===== config.mk =====
export PLATFORM = sky130hd
export DESIGN_NAME = pfb_ctrl
export DESIGN_NICKNAME = d
export VERILOG_FILES = /design/src/rtl/page_framebuffer_blit_flush_assert.svh /design/src/rtl/pfb_pkg.sv /design/src/rtl/pfb_ctrl.sv
export SDC_FILE = /design/constraint.sdc
export NUM_CORES = 1
export LEC_CHECK = 0
export BUFFER_PORTS_ARGS = -buffer_cell sky130_fd_sc_hd__buf_2
export CORE_MARGIN = 2
export CORE_UTILIZATION = 40
export CTS_CLUSTER_DIAMETER = 50
export DETAILED_ROUTE_END_ITERATION = 6
export GPL_TIMING_DRIVEN = 0
export PLACE_DENSITY = 0.7
export SLEW_MARGIN = 5
export SYNTH_ARGS = -nofsm -noshare
export SYNTH_HDL_FRONTEND = slang
export SYNTH_SLANG_ARGS = --single-unit

===== constraint.sdc =====
create_clock -name clk -period 3.53 [get_ports clk]
set_input_delay 0.5295 -clock clk [delete_from_list [all_inputs] [get_ports clk]]
set_output_delay 0.5295 -clock clk [all_outputs]
set_load 0.01 [all_outputs]

===== src/rtl/page_framebuffer_blit_flush_assert.svh =====
// Assertion macros for the framebuffer block; they sample on clk and are
// disabled while rst is high.
`ifndef PAGE_FRAMEBUFFER_BLIT_FLUSH_ASSERT_SVH
`define PAGE_FRAMEBUFFER_BLIT_FLUSH_ASSERT_SVH
`ifndef SYNTHESIS
`define PFB_ASSERT_SAME(lbl, a, b) \
  lbl: assert property (@(posedge clk) disable iff (rst) (a) |-> (b)) \
    else $error("framebuffer assertion failed");
`define PFB_ASSERT_NEXT(lbl, a, b) \
  lbl: assert property (@(posedge clk) disable iff (rst) (a) |=> (b)) \
    else $error("framebuffer assertion failed");
`else
`define PFB_ASSERT_SAME(lbl, a, b)
`define PFB_ASSERT_NEXT(lbl, a, b)
`endif
`endif


===== src/rtl/pfb_pkg.sv =====
`default_nettype none
package pfb_pkg;

  localparam int FRAME_BYTES = 1024;
  localparam int FRAME_AW    = $clog2(FRAME_BYTES);

  localparam logic [2:0] CMD_DRAW  = 3'd0;
  localparam logic [2:0] CMD_FILL  = 3'd1;
  localparam logic [2:0] CMD_SETUP = 3'd2;
  localparam logic [2:0] CMD_BLIT  = 3'd3;
  localparam logic [2:0] CMD_EMIT  = 3'd4;

  localparam logic [0:0] REG_WIDTH  = 1'b0;
  localparam logic [0:0] REG_HEIGHT = 1'b1;

  localparam logic [7:0] BYTE_CMD_LEAD = 8'h00;
  localparam logic [7:0] BYTE_COL_ADDR = 8'h21;
  localparam logic [7:0] BYTE_PAGE_ADR = 8'h22;
  localparam logic [7:0] BYTE_DATA_LEAD = 8'h40;

  typedef struct packed {
    logic load_item;
    logic geom_dec;
    logic geom_len;
    logic sweep_wr;
    logic sweep_fill;
    logic blit_setup;
    logic blit_start;
    logic blit_adv;
    logic blit_close;
    logic pix_load;
    logic pix_addr;
    logic pix_write;
    logic flush_chk;
    logic emit_sel;
    logic emit_fin;
    logic set_err;
    logic res_load;
  } pfb_cmd_t;

  typedef struct packed {
    logic [2:0] op;
    logic       geom_over;
    logic       sweep_last;
    logic       blit_ok;
    logic       blit_stop;
    logic       out_free;
  } pfb_sts_t;

endpackage
`default_nettype wire


===== src/rtl/pfb_ctrl.sv =====
`default_nettype none
module pfb_ctrl import pfb_pkg::*; (
  input  wire logic     clk,
  input  wire logic     rst,
  input  wire logic     in_valid,
  output logic          in_ready,
  input  wire pfb_sts_t sts,
  output pfb_cmd_t      cmd
);

  typedef enum logic [3:0] {
    S_CLEAR, S_IDLE, S_GEOM, S_LEN, S_DISP, S_FILL, S_PLOAD, S_PADDR,
    S_PRD, S_PWR, S_BNEXT, S_EWRAP, S_ERD, S_EOUT, S_DONE
  } state_t;

  state_t state, state_next;

  assign in_ready = state == S_IDLE;

  always_comb begin
    cmd        = '0;
    state_next = state;
    case (state)
      S_CLEAR: begin
        cmd.sweep_wr = 1'b1;
        if (sts.sweep_last) state_next = S_IDLE;
      end
      S_IDLE: begin
        if (in_valid) begin
          cmd.load_item = 1'b1;
          state_next    = S_GEOM;
        end
      end
      S_GEOM: begin
        if (sts.geom_over) cmd.geom_dec = 1'b1;
        else state_next = S_LEN;
      end
      S_LEN: begin
        cmd.geom_len = 1'b1;
        state_next   = S_DISP;
      end
      S_DISP: begin
        case (sts.op)
          CMD_DRAW: state_next = S_PLOAD;
          CMD_FILL: state_next = S_FILL;
          CMD_SETUP: begin
            cmd.blit_setup = 1'b1;
            state_next     = S_DONE;
          end
          CMD_BLIT: begin
            if (sts.blit_ok) begin
              cmd.blit_start = 1'b1;
              state_next     = S_BNEXT;
            end else begin
              cmd.set_err = 1'b1;
              state_next  = S_DONE;
            end
          end
          CMD_EMIT: state_next = S_EWRAP;
          default: begin
            cmd.set_err = 1'b1;
            state_next  = S_DONE;
          end
        endcase
      end
      S_FILL: begin
        cmd.sweep_wr   = 1'b1;
        cmd.sweep_fill = 1'b1;
        if (sts.sweep_last) state_next = S_DONE;
      end
      S_PLOAD: begin
        cmd.pix_load = 1'b1;
        state_next   = S_PADDR;
      end
      S_PADDR: begin
        cmd.pix_addr = 1'b1;
        state_next   = S_PRD;
      end
      S_PRD: state_next = S_PWR;
      S_PWR: begin
        cmd.pix_write = 1'b1;
        if (sts.op == CMD_BLIT) begin
          cmd.blit_adv = 1'b1;
          state_next   = S_BNEXT;
        end else begin
          state_next = S_DONE;
        end
      end
      S_BNEXT: begin
        if (sts.blit_stop) begin
          cmd.blit_close = 1'b1;
          state_next     = S_DONE;
        end else begin
          state_next = S_PLOAD;
        end
      end
      S_EWRAP: begin
        cmd.flush_chk = 1'b1;
        state_next    = S_ERD;
      end
      S_ERD: begin
        cmd.emit_sel = 1'b1;
        state_next   = S_EOUT;
      end
      S_EOUT: begin
        cmd.emit_fin = 1'b1;
        state_next   = S_DONE;
      end
      S_DONE: begin
        if (sts.out_free) begin
          cmd.res_load = 1'b1;
          state_next   = S_IDLE;
        end
      end
      default: state_next = S_IDLE;
    endcase
  end

  always_ff @(posedge clk) begin
    if (rst) begin
      state <= S_CLEAR;
    end else begin
      state <= state_next;
    end
  end

endmodule
`default_nettype wire


==> flow_summary.ini, run 1 <==
[job]
drv_cap = 0

[placed_design]
routabilityCongestion = 0.861
portBuffers = 28
hpwlAfterDp_um = 1310
placed_cells = 132

[logic_synthesis]
yosys_warnings = 0
synth_top_cell_area_share_pct = 12.7
synth_area_per_cell_um2 = 7.18
syn_area_um2 = 632
synth_common_cells = nor2_1, a21oi_1, nand2_1, nor3_1
synth_edf_count = 0
synth_top_flop_cell = dfxtp_1
yosysSeqAreaShare_pct = 12.7
yosysMostFrequentCell = nor2_1
synth_top_cell_by_area = dfxtp_1
synthTopCellsByArea = dfxtp_1, a21oi_1, nor2_1, nor3_1, buf_6
netlist-cell-type-count = 40
synth_seq_cells = 4
synthesis.instances = 88
syn_nets = 99
async_reset_ff_share_pct = 0

[timing]
rsz0062_at_grt = no
timing.slew.headroom_pct = 75.3
fin_crit_sh_pct = 58.0
drv_slew = 0
hold_viol = 0
fin_crit_ns = 2.05
skew_ns = 0.00683
fmax_ghz = 0.488
finalSetupViolations = 0
holdWs_ns = 0.532
tns_ns = 0
worst_pin_slew_ns = 0.367

[cells_and_area]
areaGrowthSynthToFinish_pct = 28.9
n_antenna_cell = 0
nets = 132
finalNonFillerCells = 135
top_regs = state x4
largest_register_ffs = 4
fin_util_pct = 54.7
largest-register = state
drive_gt1_share_pct = 37.0

[clock_network]
cts_buffer_depth = 2
cts_root_buffer = clkbuf_4
h-tree-depth = 1
postCtsHoldBufs = 0
post_cts_buffers = 0
cts_tree = built
cts_sinks = 4
cts_buffers = 3
clkTransAtPathRegs_ns = 0.03
clk_latency_ns = 0.25
cts-resized-gates = 0

[power_and_ir_drop]
p_leak_nw = 0.379
ir_worst_vdd_mv = 0.139
p_per_area_nw_per_um2 = 245
comb_power_share_pct = 42.8
pwr-share-clk_pct = 30.2
switchingPower_mw = 0.0747
internal_power_mw = 0.125
seq_power_share_pct = 27.0
netSwitchingFraction_pct = 37.5

[global_routing]
antenna_found_initial = 0
track_usage_pct = 20.1
gr-total-overflow = 0
grt_pass1_vias = 603
grt_pass1_wl_um = 2810
grt_start_max_net_pins = 11

[worst_setup_path]
critPathKind = reg2out
crit_path_max_fanout = 4
critical_path.startpoint_type = register
critPathCaptureType = primary output
required_ns = 3.00
worstPathArrival_ns = 1.52

[floorplan]
initial_core_util_pct = 42.4
rows = 14
die_x_um = 43.7
core-area_um2 = 1490
ios = 29
die_h_um = 43.7
dieArea_um2 = 1910

[detailed_routing]
wl_per_cell_um = 12.7
wirelength_um = 1710
first_iter_violations = 19
routed_via_density = 5.64
drcViolationCount = 0
antenna_violating_nets_post_route = 0
vias = 762
drt_pass1_iterations = 4

[worst_hold_path]
worstHoldPathType = in2reg

[status]
status = finished clean
cell type report:
cell class	instances	area (um^2)
fill	156	674
multi-input combinational	74	482
timing repair buffer	28	140
sequential	4	80.1
buffer	7	56.3
clock buffer	3	22.5
tap	16	20.0
inverter	3	13.8
per-layer routing:
metal	GRT usage [%]	share of wire (%)	up-vias	wire length, um
li1	-	-	390	-
met1	25.3	45	342	776
met2	28.8	45	24	763
met3	7.08	6.8	6	117
met4	12.7	3.2	0	55
met5	0	0	-	0
critical path, cell delays in order, from the launching register on:
cell,delay [ns]
dfxtp_1,0.31
nand2b_1,0.19
or3_4,0.37
nor4b_1,0.22
buf_2,0.18
cells by family (layout without fill, tap and decap cells):
group,count (synthesis),after routing,share of synthesized area (%)
xor gates and xnor gates,2,2,2.77
and+or+nand+nor,48,48,45.0
muxes,1,1,1.58
AOI/OAI and AO/OA,23,23,26.9
buffers and inverters,10,41,11.1
DFF,4,4,12.7
worst paths after layout:
kind	startpoint	end	slack, ns	depth (start not counted)
worst max-delay path	state[3]$_SDFFE_PP0P_	cmd[11]	1.48	4
worst min-delay path	rst	state[3]$_SDFFE_PP0P_	0.53	2
worst max register to register	state[3]$_SDFFE_PP0P_	state[2]$_SDFFE_PP0P_	1.97	5
worst min register to register	state[1]$_SDFFE_PP0P_	state[3]$_SDFFE_PP0P_	0.69	3
power groups by stage:
| stage | sequential [mW] | combinational (mW) | clock [mW] |
|---|---|---|---|
| after floorplan | 0.0528 | 0.0584 | 0 |
| after global placement | 0.0539 | 0.0828 | 0 |
| after detailed placement | 0.0544 | 0.0843 | 0 |
| after CTS | 0.0536 | 0.0845 | 0.0619 |
| after global routing | 0.0542 | 0.0942 | 0.0662 |
| final | 0.0538 | 0.0854 | 0.0601 |
cell usage in the layout (no fill, tap or decap), types with 2 or more instances in the layout:
cell type | synthesis | routed
and2_1 | 4 | 4
nor2b_1 | 2 | 2
a211oi_1 | 2 | 2
nor3_1 | 7 | 7
nand3b_1 | 3 | 3
buf_6 | 3 | 3
clkbuf_4 | 0 | 3
a21oi_1 | 8 | 8
buf_2 | 3 | 31
dfxtp_1 | 4 | 4
nor3b_1 | 2 | 2
nor2_1 | 10 | 10
o31ai_1 | 2 | 2
nand2_1 | 7 | 7
nand2b_1 | 2 | 2
inv_1 | 2 | 2
and3b_1 | 3 | 3
metrics by stage:
step / total power, mW / worst slack (ns) / area (um^2)
after CTS: 0.200 / 1.47 / 815
after floorplan: 0.111 / 1.76 / 632
after global placement: 0.137 / 1.74 / 792
after detailed placement: 0.139 / 1.74 / 792
final: 0.199 / 1.48 / 815
after global routing: 0.215 / 1.41 / 815
Note: power is estimated with default switching activity, not from simulation.
==> inputs of run 2 (changes only) <==
- PLACE_DENSITY: 0.7 -> 0.73
- clock period: 3.53 -> 1.84 ns (I/O delays scaled with it)
==> run 2 against run 1 <==
  * Via count down 2.1%
  * Register-to-register slack worse by 1.8 ns
  * Clock power grew 83%
  * Cell count decreased by 0.74%
  * Flip-flop and latch count is the same
  * Critical path type unchanged
  * Routed wire length shrank 2.5%
  * Die area did not move
  * Count of clock-buffer cells in the layout unchanged
  * Non-clock buffer count fell by 1
  * Global-route usage shrank 2.2 points
  * Worst setup slack got worse by 1.4 ns
  * Power rose by 89%
==> flow_summary.ini, run 2 (synthesized netlist as in run 1, its figures left out) <==
[status]
status = finished clean

[placed_design]
portBuffers = 28
routabilityCongestion = 0.866
hpwlAfterDp_um = 1280
post-place-ws_ns = 0.304

[timing]
drv_slew = 0
finalSetupViolations = 0
fmax_ghz = 0.581
hold_viol = 0
skew_ns = 0.00476
setup_ws_ns = 0.119
fin_crit_sh_pct = 93.5
fin_crit_ns = 1.72
rsz0062_at_grt = no
worst_pin_slew_ns = 0.345
tns_ns = 0
timing.slew.headroom_pct = 76.8

[worst_hold_path]
holdPathStages = 2
worst_hold_path.endpoint = state[0]$_SDFFE_PP0P_
min_from = rst
worstHoldPathType = in2reg

[clock_network]
cts_buffers = 3
h-tree-depth = 1
cts_buffer_depth = 2
cts-resized-gates = 0
post_cts_buffers = 0
cts_tree = built
postCtsHoldBufs = 0
clk_latency_ns = 0.24
cts_root_buffer = clkbuf_4
clkTransAtPathRegs_ns = 0.04
cts_sinks = 4

[floorplan]
die_h_um = 43.7
die_x_um = 43.7
initial_core_util_pct = 42.4
core-area_um2 = 1490
rows = 14
dieArea_um2 = 1910
ios = 29

[cells_and_area]
final_common_cell = buf_2
largest_register_ffs = 4
areaGrowthSynthToFinish_pct = 31.7
top_regs = state x4
largest-register = state
nets = 131
drive_gt1_share_pct = 38.1
fin_util_pct = 55.9
final_cell_mix = buf_2, nor2_1, a21oi_1, nand2_1, nor3_1
n_antenna_cell = 0

[power_and_ir_drop]
internal_power_mw = 0.239
switchingPower_mw = 0.138
netSwitchingFraction_pct = 36.5
p_total_mw = 0.377
pwr-share-clk_pct = 29.3
comb_power_share_pct = 43.4
p_leak_nw = 0.382
ir_worst_vdd_mv = 0.507
seq_power_share_pct = 27.3
p_per_area_nw_per_um2 = 453

[detailed_routing]
vias = 746
wl_per_cell_um = 12.5
first_iter_violations = 13
routed_via_density = 5.57
drcViolationCount = 0
wirelength_um = 1670
antenna_violating_nets_post_route = 0
drt_pass1_iterations = 4

[worst_setup_path]
r2r_slack_ns = 0.21
worstReg2RegEnd = state[2]$_SDFFE_PP0P_
worstPathArrival_ns = 1.44
crit_path_max_fanout = 10
r2r_cells = 5
critical_path.startpoint_type = register
critPathKind = reg2out
r2r_start = state[3]$_SDFFE_PP0P_
critPathCaptureType = primary output
required_ns = 1.56

[global_routing]
grt_pass1_wl_um = 2690
track_usage_pct = 17.9
grt_pass1_vias = 646
antenna_found_initial = 0
grt_start_max_net_pins = 11
gr-total-overflow = 0

[job]
drv_cap = 0
[run 2: cell types whose count changed in the layout (fill, tap and decap cells not counted)]
cell,previous run,this run
buf_2,31,30
nand2b_1,2,1
nand2b_4,0,1
nor4b_1,1,0
nor4b_4,0,1
[run 2: layout make-up]
type                    instances  area, um^2
plain buffers                   6        51.3
clock buffers                   3        22.5
fillers                       153         657
inverters                       3        13.8
multi-input cells              74         504
flip-flops and latches          4        80.1
well taps                      16        20.0
repair buffers                 28         140
[run 2: how the worst max path moves through the flow]
stage                               start               endpoint  slack (ns)
global placement    state[3]$_SDFFE_PP0P_  state[2]$_SDFFE_PP0P_        0.31
detailed placement  state[3]$_SDFFE_PP0P_                cmd[11]        0.30
floorplan           state[1]$_SDFFE_PP0P_                cmd[11]        0.32
finish              state[1]$_SDFFE_PP0P_                cmd[11]        0.12
CTS                 state[3]$_SDFFE_PP0P_                cmd[11]        0.04
global route        state[1]$_SDFFE_PP0P_                cmd[11]        0.02
[run 2: critical path, stage by stage, from the launching register on]
cell and delay [ns]:
dfxtp_1 0.31, buf_6 0.13, or3_4 0.40, nor4b_4 0.21, buf_2 0.16
[run 2: per-layer routing]
layer / share of wire (%) / GRT usage, % / up-vias
li1: - / - / 385
met1: 47 / 24.1 / 340
met2: 47 / 29.1 / 19
met3: 4.9 / 5.42 / 2
met4: 1.1 / 1.82 / 0
met5: 0 / 0 / -
[run 2: metrics by stage]
stage,instances,hold slack (ns),instance area (um^2)
floorplan,88,0.345,632
CTS,135,0.282,815
global placement,132,0.525,792
detailed placement,132,0.533,792
finish,134,0.291,832
global route,134,0.294,832
[run 2: power groups by stage]
stage	sequential, mW	clock (mW)	combinational (mW)
floorplan	0.101	0	0.112
global placement	0.103	0	0.158
detailed placement	0.104	0	0.161
CTS	0.102	0.116	0.161
global route	0.103	0.121	0.179
finish	0.103	0.110	0.164
==> inputs of run 3 (changes only) <==
- CORE_UTILIZATION: 40 -> 35
- CTS_CLUSTER_DIAMETER: 50 -> default
- PLACE_DENSITY: 0.73 -> default
- clock period: 1.84 -> 2.1 ns (I/O delays scaled with it)
==> run 3 against run 2 <==
  * Via count up 2.7%
  * Critical endpoint unchanged
  * Sequential power down 13%
  * Largest cell class unchanged
  * Worst hold slack better by 0.030 ns
  * Utilization down 7.5 points
  * Routed wire length up 3.9%
  * Cell count up 7.5%
==> flow_summary.ini, run 3 (synthesized netlist as in run 1, its figures left out) <==
[status]
status = finished clean

[timing]
finalSetupViolations = 0
fin_crit_sh_pct = 86.8
fin_crit_ns = 1.82
rsz0062_at_grt = no
skew_ns = 0.00325
hold_viol = 0
drv_slew = 0
worst_pin_slew_ns = 0.370
tns_ns = 0
timing.slew.headroom_pct = 75.3
fmax_ghz = 0.548

[clock_network]
cts_buffers = 3
cts_tree = built
cts_buffer_depth = 2
cts-resized-gates = 0
post_cts_buffers = 0
cts_root_buffer = clkbuf_4
postCtsHoldBufs = 0
cts_sinks = 4
clkTransAtPathRegs_ns = 0.03
clk_latency_ns = 0.24
h-tree-depth = 1

[detailed_routing]
antenna_violating_nets_post_route = 0
wl_met2_um = 796
routed_via_density = 5.32
drcViolationCount = 0
wl_per_cell_um = 12.1
vias = 766
wirelength_um = 1740
top_layer_used = met3
route.met3.wl_um = 89
met1_length_um = 851
drt_pass1_iterations = 4
first_iter_violations = 13

[worst_setup_path]
r2r_cells = 5
critPathCaptureType = primary output
critPathKind = reg2out
worstPathArrival_ns = 1.51
r2r_start = state[3]$_SDFFE_PP0P_
r2r_slack_ns = 0.54
crit_path_max_fanout = 4
critical_path.startpoint_type = register
worstReg2RegEnd = state[2]$_SDFFE_PP0P_
required_ns = 1.78

[floorplan]
core-area_um2 = 1710
dieArea_um2 = 2160
rows = 15
initial_core_util_pct = 37.0
die_x_um = 46.5
die_h_um = 46.5
ios = 29

[cells_and_area]
nets = 132
final_common_cell = buf_2
drive_gt1_share_pct = 37.0
n_antenna_cell = 0
areaGrowthSynthToFinish_pct = 30.7
final_area_um2 = 826
finalNonFillerCells = 144
largest_register_ffs = 4
fillCellCount = 183
top_regs = state x4
largest-register = state
final_cell_mix = buf_2, nor2_1, a21oi_1, nand2_1, nor3_1

[power_and_ir_drop]
p_total_mw = 0.327
ir_worst_vdd_mv = 0.367
p_per_area_nw_per_um2 = 396
p_leak_nw = 0.379

[global_routing]
antenna_found_initial = 0
track_usage_pct = 18.1
gr-total-overflow = 0
grt_pass1_vias = 652
grt_pass1_wl_um = 2880
grt_start_max_net_pins = 11

[placed_design]
routabilityCongestion = 0.766
hpwlAfterDp_um = 1340
portBuffers = 28
placed_cells = 141
placed_area_um2 = 803

[worst_hold_path]
min_from = rst
worst_hold_path.endpoint = state[3]$_SDFFE_PP0P_
holdPathStages = 2
worstHoldPathType = in2reg

[job]
drv_cap = 0
-- run 3: cell types whose count changed in the layout (fill, tap and decap cells not counted) --
| cell | previous run | this run |
|---|---|---|
| nor4b_1 | 0 | 1 |
| nor4b_4 | 1 | 0 |
| nand2b_4 | 1 | 0 |
| buf_2 | 30 | 31 |
| nand2b_1 | 1 | 2 |
-- run 3: worst max path at each step --
stage                          start                     to  depth (start not counted)
3_3_place_gp   state[3]$_SDFFE_PP0P_  state[2]$_SDFFE_PP0P_                          5
6_report       state[3]$_SDFFE_PP0P_                cmd[11]                          4
5_1_grt        state[3]$_SDFFE_PP0P_                 cmd[9]                          5
2_1_floorplan  state[1]$_SDFFE_PP0P_                cmd[11]                          3
4_1_cts        state[3]$_SDFFE_PP0P_                cmd[11]                          4
3_5_place_dp   state[3]$_SDFFE_PP0P_                cmd[11]                          4
-- run 3: worst max-delay path, cell delays in order (launching register included) --
cell and delay (ns):
dfxtp_1 0.31, nand2b_1 0.19, or3_4 0.37, nor4b_1 0.23
buf_2 0.17
-- run 3: metrics by stage --
step	worst slack, ns	hold slack (ns)	util (%)
2_1_floorplan	0.543	0.384	-
3_3_place_gp	0.519	0.567	47.0
3_5_place_dp	0.513	0.565	47.0
4_1_cts	0.247	0.318	48.4
5_1_grt	0.155	0.329	48.4
6_report	0.276	0.321	48.4
-- run 3: final cells by class --
class | instances | area, um^2 | share of cell area (%)
buffer | 7 | 56.3 | 6.82
clock buffer | 3 | 22.5 | 2.73
inverter | 3 | 13.8 | 1.67
multi-input combinational | 74 | 482 | 58.3
sequential | 4 | 80.1 | 9.70
tap | 25 | 31.3 | 3.79
timing repair buffer | 28 | 140 | 17.0
-- run 3: layer usage --
layer  track usage, %  up-vias
met5                0        -
met2             27.8       22
met1             25.2      356
met3             4.71        0
li1                 -      388
met4             3.43        0
-- run 3: where the power goes --
group	switching (mW)	internal, mW	leakage, nW
logic	0.0792	0.0634	0.333
clock network	0.0310	0.0639	0.0138
registers	0.00800	0.0818	0.0326
total	0.118	0.209	0.379
